**config.mk**
```make
export PLATFORM = sky130hd
export DESIGN_NAME = bnf_ctrl
export DESIGN_NICKNAME = d
export VERILOG_FILES = /design/src/design/bnf_pkg.sv /design/src/design/bnf_ctrl.sv
export SDC_FILE = /design/constraint.sdc
export NUM_CORES = 1
export LEC_CHECK = 0
export ABC_AREA = 0
export BUFFER_PORTS_ARGS = -buffer_cell sky130_fd_sc_hd__buf_2
export CORE_UTILIZATION = 30
export DETAILED_ROUTE_END_ITERATION = 16
export GPL_ROUTABILITY_DRIVEN = 0
export PLACE_DENSITY = 0.61
export SYNTH_ARGS = -nofsm -noshare
export SYNTH_HDL_FRONTEND = slang
export SYNTH_SLANG_ARGS = --single-unit
```
**constraint.sdc**
```tcl
create_clock -name clk_i -period 2.9 [get_ports clk_i]
set_clock_uncertainty 0.05 [all_clocks]
set_input_delay 0.58 -clock clk_i [delete_from_list [all_inputs] [get_ports clk_i]]
set_output_delay 0.58 -clock clk_i [all_outputs]
set_load 0.03 [all_outputs]
```
**src/design/bnf_pkg.sv**
```systemverilog
// bnf_pkg: shared types, widths, codes and helpers of the batch norm block
`default_nettype none
package bnf_pkg;

  localparam int unsigned CH_IN_W  = 6;
  localparam int unsigned DATA_W   = 16;
  localparam int unsigned POS_W    = 6;
  localparam int unsigned VAR_W    = 32;
  localparam int unsigned STAT_W   = DATA_W + VAR_W;
  localparam int unsigned CFG_IDX_W  = 2;
  localparam int unsigned CFG_DATA_W = 16;
  localparam int unsigned SUM_W    = 23;
  localparam int unsigned SQ_W     = 40;
  localparam int unsigned DIVD_W   = 49;
  localparam int unsigned DIVS_W   = 33;
  localparam int unsigned ROOT_W   = 25;
  localparam int unsigned P1_W     = 43;
  localparam int unsigned NORM_W   = P1_W - 16;
  localparam int unsigned P2_W     = DATA_W + NORM_W;

  typedef enum logic [CFG_IDX_W-1:0] {
    CFG_TRAINING_MODE = 2'd0,
    CFG_EPSILON       = 2'd1,
    CFG_MOMENTUM      = 2'd2
  } cfg_idx_e;

  typedef struct packed {
    logic                  train;
    logic [DATA_W-1:0]     epsilon;
    logic [DATA_W-1:0]     momentum;
  } cfg_t;

  typedef enum logic [4:0] {
    S_CLEAR, S_IDLE, S_STAT_RD, S_STAT_LAT, S_SUM_RD, S_SUM_ACC,
    S_MEAN_DIV, S_MEAN_WAIT, S_VAR_RD, S_VAR_D, S_VAR_MUL, S_VAR_ACC,
    S_VAR_DIV, S_VAR_WAIT, S_INV_DIV, S_INV_WAIT, S_SQRT,
    S_EM_RD, S_EM_D, S_EM_M1, S_EM_M2, S_EM_OUT, S_UPD_M, S_UPD_W
  } ctrl_state_e;

  typedef enum logic [4:0] {
    OP_NOP, OP_CLEAR, OP_STAT_RD, OP_STAT_LAT, OP_SUM_RD, OP_SUM_ACC,
    OP_MEAN_DIV, OP_MEAN_WAIT, OP_VAR_RD, OP_VAR_D, OP_VAR_MUL, OP_VAR_ACC,
    OP_VAR_DIV, OP_VAR_WAIT, OP_INV_DIV, OP_INV_WAIT, OP_SQRT,
    OP_EM_RD, OP_EM_D, OP_EM_M1, OP_EM_M2, OP_EM_OUT, OP_UPD_M, OP_UPD_W
  } dp_op_e;

  typedef struct packed {
    logic   accept;
    dp_op_e op;
  } ctrl_cmd_t;

  typedef struct packed {
    logic clr_last;
    logic elem_last;
    logic div_done;
    logic sqrt_done;
    logic out_free;
    logic train;
  } dp_status_t;

  // clamp a wide signed value to the 16-bit range
  function automatic logic signed [DATA_W-1:0] sat16(input logic signed [47:0] v);
    logic signed [DATA_W-1:0] r;
    if (v > 48'sd32767) begin
      r = 16'sh7fff;
    end else if (v < -48'sd32768) begin
      r = 16'sh8000;
    end else begin
      r = v[DATA_W-1:0];
    end
    return r;
  endfunction

endpackage
`default_nettype wire

```
**src/design/bnf_ctrl.sv**
```systemverilog
// bnf_ctrl: sequencer of the batch norm passes
`default_nettype none
module bnf_ctrl import bnf_pkg::*; (
  input  wire logic       clk_i,
  input  wire logic       rst_ni,
  input  wire logic       in_valid_i,
  input  wire logic       in_group_end_i,
  output logic            in_ready_o,
  input  wire dp_status_t status_i,
  output ctrl_cmd_t       cmd_o
);
  ctrl_state_e state_q, state_d;

  // state register
  always_ff @(posedge clk_i or negedge rst_ni) begin
    if (!rst_ni) begin
      state_q <= S_CLEAR;
    end else begin
      state_q <= state_d;
    end
  end

  // next state and commands
  always_comb begin
    state_d       = state_q;
    cmd_o.accept  = 1'b0;
    cmd_o.op      = OP_NOP;
    in_ready_o    = 1'b0;
    case (state_q)
      S_CLEAR: begin
        cmd_o.op = OP_CLEAR;
        if (status_i.clr_last) state_d = S_IDLE;
      end
      S_IDLE: begin
        in_ready_o   = 1'b1;
        cmd_o.accept = in_valid_i;
        if (in_valid_i && (!status_i.train || in_group_end_i)) state_d = S_STAT_RD;
      end
      S_STAT_RD: begin
        cmd_o.op = OP_STAT_RD;
        state_d  = S_STAT_LAT;
      end
      S_STAT_LAT: begin
        cmd_o.op = OP_STAT_LAT;
        state_d  = status_i.train ? S_SUM_RD : S_INV_DIV;
      end
      S_SUM_RD: begin
        cmd_o.op = OP_SUM_RD;
        state_d  = S_SUM_ACC;
      end
      S_SUM_ACC: begin
        cmd_o.op = OP_SUM_ACC;
        state_d  = status_i.elem_last ? S_MEAN_DIV : S_SUM_RD;
      end
      S_MEAN_DIV: begin
        cmd_o.op = OP_MEAN_DIV;
        state_d  = S_MEAN_WAIT;
      end
      S_MEAN_WAIT: begin
        cmd_o.op = OP_MEAN_WAIT;
        if (status_i.div_done) state_d = S_VAR_RD;
      end
      S_VAR_RD: begin
        cmd_o.op = OP_VAR_RD;
        state_d  = S_VAR_D;
      end
      S_VAR_D: begin
        cmd_o.op = OP_VAR_D;
        state_d  = S_VAR_MUL;
      end
      S_VAR_MUL: begin
        cmd_o.op = OP_VAR_MUL;
        state_d  = S_VAR_ACC;
      end
      S_VAR_ACC: begin
        cmd_o.op = OP_VAR_ACC;
        state_d  = status_i.elem_last ? S_VAR_DIV : S_VAR_RD;
      end
      S_VAR_DIV: begin
        cmd_o.op = OP_VAR_DIV;
        state_d  = S_VAR_WAIT;
      end
      S_VAR_WAIT: begin
        cmd_o.op = OP_VAR_WAIT;
        if (status_i.div_done) state_d = S_INV_DIV;
      end
      S_INV_DIV: begin
        cmd_o.op = OP_INV_DIV;
        state_d  = S_INV_WAIT;
      end
      S_INV_WAIT: begin
        cmd_o.op = OP_INV_WAIT;
        if (status_i.div_done) state_d = S_SQRT;
      end
      S_SQRT: begin
        cmd_o.op = OP_SQRT;
        if (status_i.sqrt_done) state_d = status_i.train ? S_EM_RD : S_EM_D;
      end
      S_EM_RD: begin
        cmd_o.op = OP_EM_RD;
        state_d  = S_EM_D;
      end
      S_EM_D: begin
        cmd_o.op = OP_EM_D;
        state_d  = S_EM_M1;
      end
      S_EM_M1: begin
        cmd_o.op = OP_EM_M1;
        state_d  = S_EM_M2;
      end
      S_EM_M2: begin
        cmd_o.op = OP_EM_M2;
        state_d  = S_EM_OUT;
      end
      S_EM_OUT: begin
        cmd_o.op = OP_EM_OUT;
        if (status_i.out_free) begin
          if (!status_i.train) begin
            state_d = S_IDLE;
          end else if (status_i.elem_last) begin
            state_d = S_UPD_M;
          end else begin
            state_d = S_EM_RD;
          end
        end
      end
      S_UPD_M: begin
        cmd_o.op = OP_UPD_M;
        state_d  = S_UPD_W;
      end
      S_UPD_W: begin
        cmd_o.op = OP_UPD_W;
        state_d  = S_IDLE;
      end
      default: begin
        state_d = S_IDLE;
      end
    endcase
  end
endmodule
`default_nettype wire

```
== After elaboration in Yosys (flattened, before gate mapping) ==
Index checks and enable logic that the tools add are counted.
Operators by class
  eq/ne operators: 30
  mux-type cells: 17
  reductions and logical operators: 5
Operators by type and width (count)
  $pmux 5 s23: 2
  $eq 5x4->1 const B: 8
  $eq 5x5->1 const B: 8
  $mux 5: 8
  $eq 5x3->1 const B: 4
  $ne 2x2->1 const B: 7
  $eq 5x2->1 const B: 2
  $reduce_and 7->1: 1
  $mux 3: 2
  $eq 5x1->1 const B: 1
  $logic_not 5->1: 1
  $mux 2: 2
  $mux 4: 1
  $mux 1: 2
  $logic_and 1x1->1: 1
  $logic_not 1->1: 1
  $logic_or 1x1->1: 1
Storage, ports and cells
  register bits after elaboration: 5
  input bits: 10
  output and inout port bits: 7
  logic and storage cells: 53

== Depth between registers and ports, before layout ==
Gate-level depths: netlist (run 1).
  word-level depth: 5
  mapped depth: 7
  depth with buffers taken out: 5

== Worst setup path after synthesis (run 1) ==
No wires, ideal clock.
  kind: flip-flop to output port
  start: register state_q[1]
  end: output port cmd_o[5] in the netlist's numbering
  arrival: 1863 ps
  required time: 2270 ps
  setup slack: 407 ps
  stages on the path, launching flop included: 5
  buffers on the path: 1
  path through: dfrtp_1 -> buf_6 -> or2_4 -> nor3_1 -> and2_1
RTL lines
  start, declared: line bnf_ctrl.sv:12  | ctrl_state_e state_q, state_d;
  start signal, assigned: line bnf_ctrl.sv:19  | state_q <= state_d;
  end, declared: line bnf_ctrl.sv:10  | output ctrl_cmd_t cmd_o

==> flow_summary_export.csv, run 1 <==
group,metric,value,unit
run_status,status,"finished clean",
clock_tree,cts_max_level,1,
sta,fmax,0.428,GHz
sta,relSlewSlack,0.643,
synthesis,synth_flop_cell,"dfrtp_1",
pwr,ir_drop,0.000489,V
die,fp.dieW,46.1,µm
synthesis,synth-edff-count,0,
clock_tree,cts_tree,"done",
synthesis,synth_seq_area_share,0.214,
synthesis,ys_top_cells_by_count,"9 x o21ai_0, 8 x a21oi_1, 8 x nor2_1",
die,dieArea,2130,µm²
routing,ant_nets,0,
grt,met1_usage,0.212,
clock_tree,postCtsSetupRepairBufs,0,
synthesis,synth_top_area_cell,"dfrtp_1",
grt,overflow,0,
synthesis,yosysMostFrequentCell,"o21ai_0",
clock_tree,post_cts_resized,0,
worst_setup_path,slowest_delay,670,ps
clock_tree,root_buffer,"clkbuf_4",
sta,slew_violations,0,
finish,fin_nets,105,
grt,grt_util_all_layers,0.172,
routing,drt_iter0_drc,8,
synthesis,synth_top_family_by_area,"compound AO/OA/AOI/OAI gates",
routing,num_vias,664,
worst_setup_path,ff2ff_setup_slack,880,ps
finish,largest_reg_flops,5,
synthesis,synth-xor-area-share,0,
finish,top_register,"state_q",
clock_tree,holdBufCountCts,0,
finish,design_area,684,µm²
sta,rsz0062_at_grt,"no",
synthesis,synth-simple-area-share,0.298,
synthesis,async_flop_share,1.00,
pwr,power_density,1240,nW/µm²
sta,fin_ws,564,ps
worst_setup_path,cp.arrival,1710,ps
routing,drc_errors,0,
die,core-area,1780,µm²
die,die_y,46.1,µm
routing,wl_per_cell,12.7,µm
sta,min_period,2340,ps
synthesis,syn_area,584,µm²
grt,antenna_found_initial,0,
synthesis,synth_cell_types,33,
worst_setup_path,slowest_stage,"dfrtp_1",
grt,met3_usage,0.0706,
finish,reg_top3,"state_q: 5 flops",
synthesis,synth_adder_area_share,0,
worst_setup_path,crit_chain,"nand2b_1 -> nor3_1 -> and2_1 -> buf_2",
grt,grt_max_degree,20,
synthesis,ys_seq_elements,5,
clock_tree,cts_num_sinks,5,
die,io_pins,17,
grt,grt-busiest-layer,"met2",
sta,finalCritPeriodShare,0.805,
sta,worst_pin_slew,535,ps
synthesis,synthesis.instances,81,
routing,drtPass1Iterations,4,
routing,via_per_inst,5.58,
die,rows,15,
synthesis,synth-compound-area-share,0.360,
clock_tree,clkSlewWorstSetupHoldPaths,40,ps
place,place_area,658,µm²
finish,diodes,0,
place,io_buffers,16,
grt,grt_pass1_wl,2600,µm
pwr,p_leak,0.000292,µW
clock_tree,cts_buffers,3,
sta,hold_viol_final,0,
synthesis,syn_area_per_cell,7.21,µm²
worst_setup_path,path_buf_inv,1,
place,dpl.hpwl,1130,µm
finish,postLayoutCoreUtil,0.384,
worst_setup_path,end_kind,"primary output",
synthesis,synth_top_area_frac,0.214,
synthesis,muxShareOfSynthArea,0.0257,
worst_hold_path,hold_class,"in -> async",
die,initial_utilization,0.328,
sta,tns,0,ps
worst_setup_path,startpoint_type,"register",
clock_tree,cts_buffer_depth,2,
routing,finalWirelength,1510,µm
worst_setup_path,crit_type,"reg -> out",
finish,areaGrowthSynthToFinish,17.1,%
grt,grt_pass1_vias,581,
synthesis,synth_warnings,0,
grt,grtUsageMet2,0.279,
sta,hold_ws,98.0,ps
finish,drive_gt1_frac,0.277,
clock_tree,clk_latency,240,ps
synthesis,synth_fp_nets,91,
place,post-place-ws,819,ps
worst_setup_path,critPathMaxFanout,18,
worst_setup_path,worstPathRequired,2270,ps
synthesis,synth_area_leaders,"dfrtp_1 21%, o21ai_0 7.7%, a21oi_1 6.9%",
worst_setup_path,path_delay_family,"flip-flops",
run,drv_cap,0,
sta,setup_viol,0,
==> area by class of cell <==
type	count	area (µm²)
inverters	4	15.0
flip-flops and latches	5	125
multi-input cells	64	399
clock buffers	4	26.3
fillers	202	1100
well taps	25	31.3
repair buffers	17	87.6
==> per-stage QoR <==
step,power [µW],std cells
after floorplan,655,81
after global placement,762,115
after detailed placement,771,115
after CTS,855,119
after global routing,936,119
final,850,119
==> layer usage <==
| layer | vias up | wire length, µm |
|---|---|---|
| met5 | - | 0 |
| met4 | 0 | 0 |
| met3 | 0 | 108 |
| met2 | 24 | 741 |
| met1 | 317 | 657 |
| li1 | 323 | - |
==> power by group <==
part / leakage, µW / switching, µW / internal [µW]
combinational: 0.000215 / 332 / 229
clock: 0.0000150 / 26.2 / 51.9
sequential: 0.0000628 / 110 / 101
total: 0.000292 / 468 / 382
==> cell usage in the layout (no fill, tap or decap), types with 2 or more instances in the layout <==
cell type / netlist / final
dfrtp_1: 5 / 5
a21oi_1: 8 / 8
nor2_1: 8 / 8
nand2_1: 2 / 2
nand3_1: 2 / 2
o22ai_1: 2 / 2
nand2b_1: 2 / 2
nor2b_1: 5 / 5
clkbuf_4: 0 / 3
nor3_1: 4 / 4
buf_2: 0 / 16
o21ai_0: 9 / 9
a31oi_1: 3 / 3
inv_1: 4 / 4
==> path summary, 6_finish.rpt <==
check / start / to / cells past startpoint
max in group asynchronous: rst_ni / state_q[0] / 1
hold reg to reg: state_q[3] / state_q[3] / 3
min in group clk_i: state_q[3] / state_q[3] / 3
setup reg to reg: state_q[4] / state_q[1] / 5
hold / removal: rst_ni / state_q[2] / 1
setup / recovery: state_q[0] / cmd_o[5] / 4
==> cell families (layout without fill, tap and decap cells) <==
family	count (synthesis)	in the layout
buf+inv	12	25
flops	5	5
compound gates	32	32
mux	1	1
simple gates	31	31
Power figures use the tool's default switching activity.
==> inputs of run 2 (changes only) <==
- clock period: 2.9 -> 2.4 ns (I/O delays scaled with it)
==> run 2 against run 1 <==
  * Wire length grew 10%
  * Sequential cell count is the same
  * Combinational power grew 39%
  * Register-to-register slack lost 320 ps
  * Worst hold slack gained 440 ps
  * Sequential power is essentially flat
  * Final area grew 5.9%
  * Global-route usage grew 0.94 points
  * Sequential share of layout area shrank 1.0 points
  * Die area is the same
  * Cell count grew 4.2%
  * Critical path type unchanged
  * Critical path depth is the same
  * Largest cell class unchanged
==> flow_summary_export.csv, run 2 (synthesis gave the netlist of run 1 again) <==
group,metric,value,unit
run_status,status,"finished clean",
clock_tree,cts_buffer_depth,2,
routing,wl_per_cell,13.4,µm
grt,overflow,0,
sta,setup_viol,0,
finish,fin_nets,110,
finish,top_register,"state_q",
finish,reg_top3,"state_q: 5 flops",
die,dieArea,2130,µm²
die,initial_utilization,0.328,
place,io_buffers,16,
sta,tns,0,ps
clock_tree,cts_tree,"done",
worst_setup_path,worstPathRequired,1870,ps
die,die_y,46.1,µm
worst_setup_path,critPathMaxFanout,9,
pwr,ir_drop,0.000627,V
die,fp.dieW,46.1,µm
clock_tree,holdBufCountCts,1,
routing,via_per_inst,5.48,
sta,finalCritPeriodShare,0.899,
routing,drtPass1Iterations,4,
sta,worst_pin_slew,317,ps
clock_tree,clk_latency,240,ps
finish,layout_common_cells,"16 x buf_2, 9 x o21ai_0, 8 x a21oi_1, 8 x nor2_1",
routing,drc_errors,0,
grt,grt_pass1_wl,2720,µm
clock_tree,clkSlewWorstSetupHoldPaths,40,ps
worst_setup_path,crit_type,"reg -> out",
worst_hold_path,hold_class,"in -> async",
grt,grt_pass1_vias,609,
die,io_pins,17,
grt,grt_util_all_layers,0.181,
sta,hold_viol_final,0,
finish,final_common_cell,"buf_2",
die,core-area,1780,µm²
pwr,fin_total_pwr,1090,µW
sta,relSlewSlack,0.789,
clock_tree,cts_buffers,3,
sta,fmax,0.463,GHz
clock_tree,root_buffer,"clkbuf_4",
routing,finalWirelength,1670,µm
worst_setup_path,end_kind,"primary output",
worst_setup_path,ff2ff_setup_slack,560,ps
finish,diodes,0,
finish,drive_gt1_frac,0.303,
finish,areaGrowthSynthToFinish,24.0,%
clock_tree,postCtsSetupRepairBufs,0,
grt,grt_max_degree,14,
pwr,p_leak,0.000317,µW
clock_tree,post_cts_resized,0,
clock_tree,cts_num_sinks,5,
sta,slew_violations,0,
routing,ant_nets,0,
sta,rsz0062_at_grt,"no",
worst_setup_path,startpoint_type,"register",
run,drv_cap,0,
routing,drt_iter0_drc,15,
sta,min_period,2160,ps
worst_setup_path,cp.arrival,1630,ps
routing,num_vias,680,
grt,antenna_found_initial,0,
place,dpl.hpwl,1200,µm
clock_tree,cts_max_level,1,
finish,largest_reg_flops,5,
die,rows,15,
pwr,power_density,1500,nW/µm²
finish,postLayoutCoreUtil,0.406,
[run 2: cell count changes in the layout (fill, tap and decap cells not counted), sizes merged]
cell         before  now
dlygate4sd3       0    1
buf              17   21
[run 2: stage by stage]
step           hold slack [ps]  setup slack (ps)  area, µm²  cells
6_report                   534               242        724    124
5_1_grt                    545               123        724    124
4_1_cts                    531               253        724    124
3_5_place_dp               250               509        688    119
3_3_place_gp               251               519        688    119
2_1_floorplan              134              7.08        584     81
[run 2: cell type report]
type                            count  area [µm²]
Multi-Input combinational cell     64         399
Timing Repair Buffer               22         128
Inverter                            4        15.0
Clock buffer                        4        26.3
Sequential cell                     5         125
Fill cell                         197        1060
Tap cell                           25        31.3
[run 2: critical path: stages (launching register included)]
cell     delay [ps]
dfrtp_1         470
or2_4           310
nor3_1          250
and2_1          170
buf_2           190
[run 2: final timing paths]
kind / from / depth (start not counted) / end
setup reg to reg: state_q[3] / 5 / state_q[3]
min in group clk_i: status_i[4] / 4 / state_q[2]
hold / removal: rst_ni / 2 / state_q[2]
max in group asynchronous: rst_ni / 2 / state_q[4]
setup / recovery: state_q[3] / 4 / cmd_o[5]
hold reg to reg: state_q[3] / 2 / state_q[3]
[run 2: per-layer routing]
metal  vias to the layer above  part of all wire  GRT usage
met1                       335              0.49      0.257
met5                         -                 0          0
li1                        333                 -          -
met2                        12              0.49      0.285
met4                         0                 0     0.0706
met3                         0             0.015     0.0118
[run 2: where the power goes]
part           internal, µW  leakage [µW]  switching [µW]
clock                  62.8     0.0000150            34.1
combinational           311      0.000239             469
sequential              124     0.0000628            88.2
==> inputs of run 3 (changes only) <==
- CORE_UTILIZATION: 30 -> 40
- PLACE_DENSITY: 0.61 -> 0.74
==> run 3 against run 2 <==
  * Cell count fell by 8.9%
  * Sequential cell count did not move
  * Worst setup slack got worse by 3.5 ps
  * Total power fell by 2.2%
  * Die area fell by 24%
  * Wire length fell by 8.3%
  * Non-clock buffer count fell by 1
  * Combinational power fell by 2.9%
  * Worst hold slack got worse by 30 ps
  * Utilization rose by 12 points
  * Sequential share of layout area rose by 0.49 points
  * Register-to-register slack got worse by 60 ps
  * Critical path type unchanged
  * Largest cell class unchanged
==> flow_summary_export.csv, run 3 (synthesis gave the netlist of run 1 again) <==
group,metric,value,unit
finish,fin_nets,109,
routing,ant_nets,0,
sta,finalCritPeriodShare,0.901,
sta,hold_viol_final,0,
finish,final_common_cell,"buf_2",
grt,grt_pass1_wl,2400,µm
worst_setup_path,critPathMaxFanout,10,
routing,wl_per_cell,13.5,µm
die,initial_utilization,0.438,
grt,grt_pass1_vias,571,
sta,relSlewSlack,0.680,
pwr,seqPwrFrac,0.192,
pwr,p_leak,0.000312,µW
finish,layout_common_cells,"16 x buf_2, 9 x o21ai_0, 8 x a21oi_1, 8 x nor2_1",
place,place_area,668,µm²
sta,min_period,2160,ps
die,rows,13,
place,dpl.hpwl,1090,µm
pwr,pwr-share-clk,0.097,
sta,fmax,0.463,GHz
finish,multiInputGateArea,399,µm²
clock_tree,cts_buffer_depth,2,
worst_setup_path,crit_path_start,"state_q[4]",
finish,reg_top3,"state_q: 5 flops",
finish,fill_cells,130,
finish,areaGrowthSynthToFinish,20.6,%
pwr,ir_drop,0.000880,V
pwr,power_density,1510,nW/µm²
die,die_y,40.2,µm
grt,overflow,0,
clock_tree,cts_num_sinks,5,
worst_hold_path,hold_class,"in -> async",
worst_setup_path,r2r-start,"state_q[4]",
routing,finalWirelength,1530,µm
grt,antenna_found_initial,0,
routing,drt_iter0_drc,32,
sta,setup_viol,0,
sta,slew_violations,0,
worst_setup_path,end_kind,"primary output",
die,dieArea,1620,µm²
finish,top_register,"state_q",
routing,via_per_inst,6.12,
sta,tns,0,ps
clock_tree,cts_buffers,3,
run_status,status,"finished clean",
routing,num_vias,692,
clock_tree,clk_latency,250,ps
die,io_pins,17,
routing,drtPass1Iterations,4,
finish,largest_reg_flops,5,
worst_setup_path,startpoint_type,"register",
pwr,p_sw,576,µW
grt,grt_max_degree,17,
routing,drc_errors,0,
sta,rsz0062_at_grt,"no",
place,io_buffers,16,
clock_tree,root_buffer,"clkbuf_4",
die,core-area,1330,µm²
pwr,switching_share,0.540,
pwr,comb_power_share,0.711,
worst_setup_path,crit_type,"reg -> out",
clock_tree,cts_tree,"done",
clock_tree,cts_max_level,1,
run,drv_cap,0,
finish,drive_gt1_frac,0.296,
finish,design_area,704,µm²
finish,ff_latch_area,125,µm²
sta,worst_pin_slew,481,ps
die,fp.dieW,40.2,µm
clock_tree,postCtsSetupRepairBufs,0,
grt,grt_util_all_layers,0.225,
clock_tree,clkSlewWorstSetupHoldPaths,50,ps
pwr,p_int,490,µW
worst_setup_path,cp.arrival,1630,ps
worst_setup_path,worstPathRequired,1870,ps
finish,diodes,0,
-- run 3: changes by cell type in the layout (fill, tap and decap cells not counted) --
| cell | change |
|---|---|
| buf_4 | -1 |
-- run 3: final timing paths --
check / endpoint / slack [ps] / cells past startpoint
worst max-delay path: cmd_o[0] / 240 / 5
worst min-delay path: state_q[0] / 500 / 2
worst max register to register: state_q[1] / 500 / 5
worst min register to register: state_q[4] / 650 / 2
max in group asynchronous: state_q[3] / 1660 / 2
min in group clk_i: state_q[2] / 610 / 4
-- run 3: worst max-delay path: stages (launching register included) --
cell	delay (ps)
dfrtp_1	480
buf_4	220
nor4_1	270
a21oi_1	70
o22ai_1	130
buf_2	210
-- run 3: cell type report --
class                           count  share of cell area
Multi-Input combinational cell     64               0.567
Sequential cell                     5               0.178
Timing Repair Buffer               21               0.171
Clock buffer                        4              0.0373
Tap cell                           15              0.0266
Inverter                            4              0.0213
-- run 3: stage by stage --
step / utilization / std cells / total power, µW / setup slack (ps) / hold WS (ps)
final: 0.528 / 113 / 1070 / 239 / 504
after detailed placement: 0.501 / 108 / 954 / 518 / 248
after global placement: 0.501 / 108 / 953 / 522 / 245
after CTS: 0.528 / 113 / 1060 / 236 / 512
after global routing: 0.528 / 113 / 1160 / 110 / 534
after floorplan: - / 81 / 792 / 7.08 / 134
-- run 3: power by group through the flow --
stage	Sequential, µW	Combinational (µW)	Clock [µW]
2_1_floorplan	151	641	0
3_3_place_gp	207	745	0
3_5_place_dp	204	750	0
4_1_cts	204	753	106
5_1_grt	213	831	113
6_report	205	757	103
-- run 3: metal layers --
metal  up-vias  share of wire  global-route usage
li1        334              -                   -
met1       308           0.40               0.279
met5         -              0                   0
met2        44           0.47               0.347
met3         6          0.098              0.0556
met4         0          0.029               0.142
-- run 3: repair_timing --
action                                 CTS  global route
resized for setup                        0             0
hold buffers                             1             0
endpoints found under the hold margin    5             0
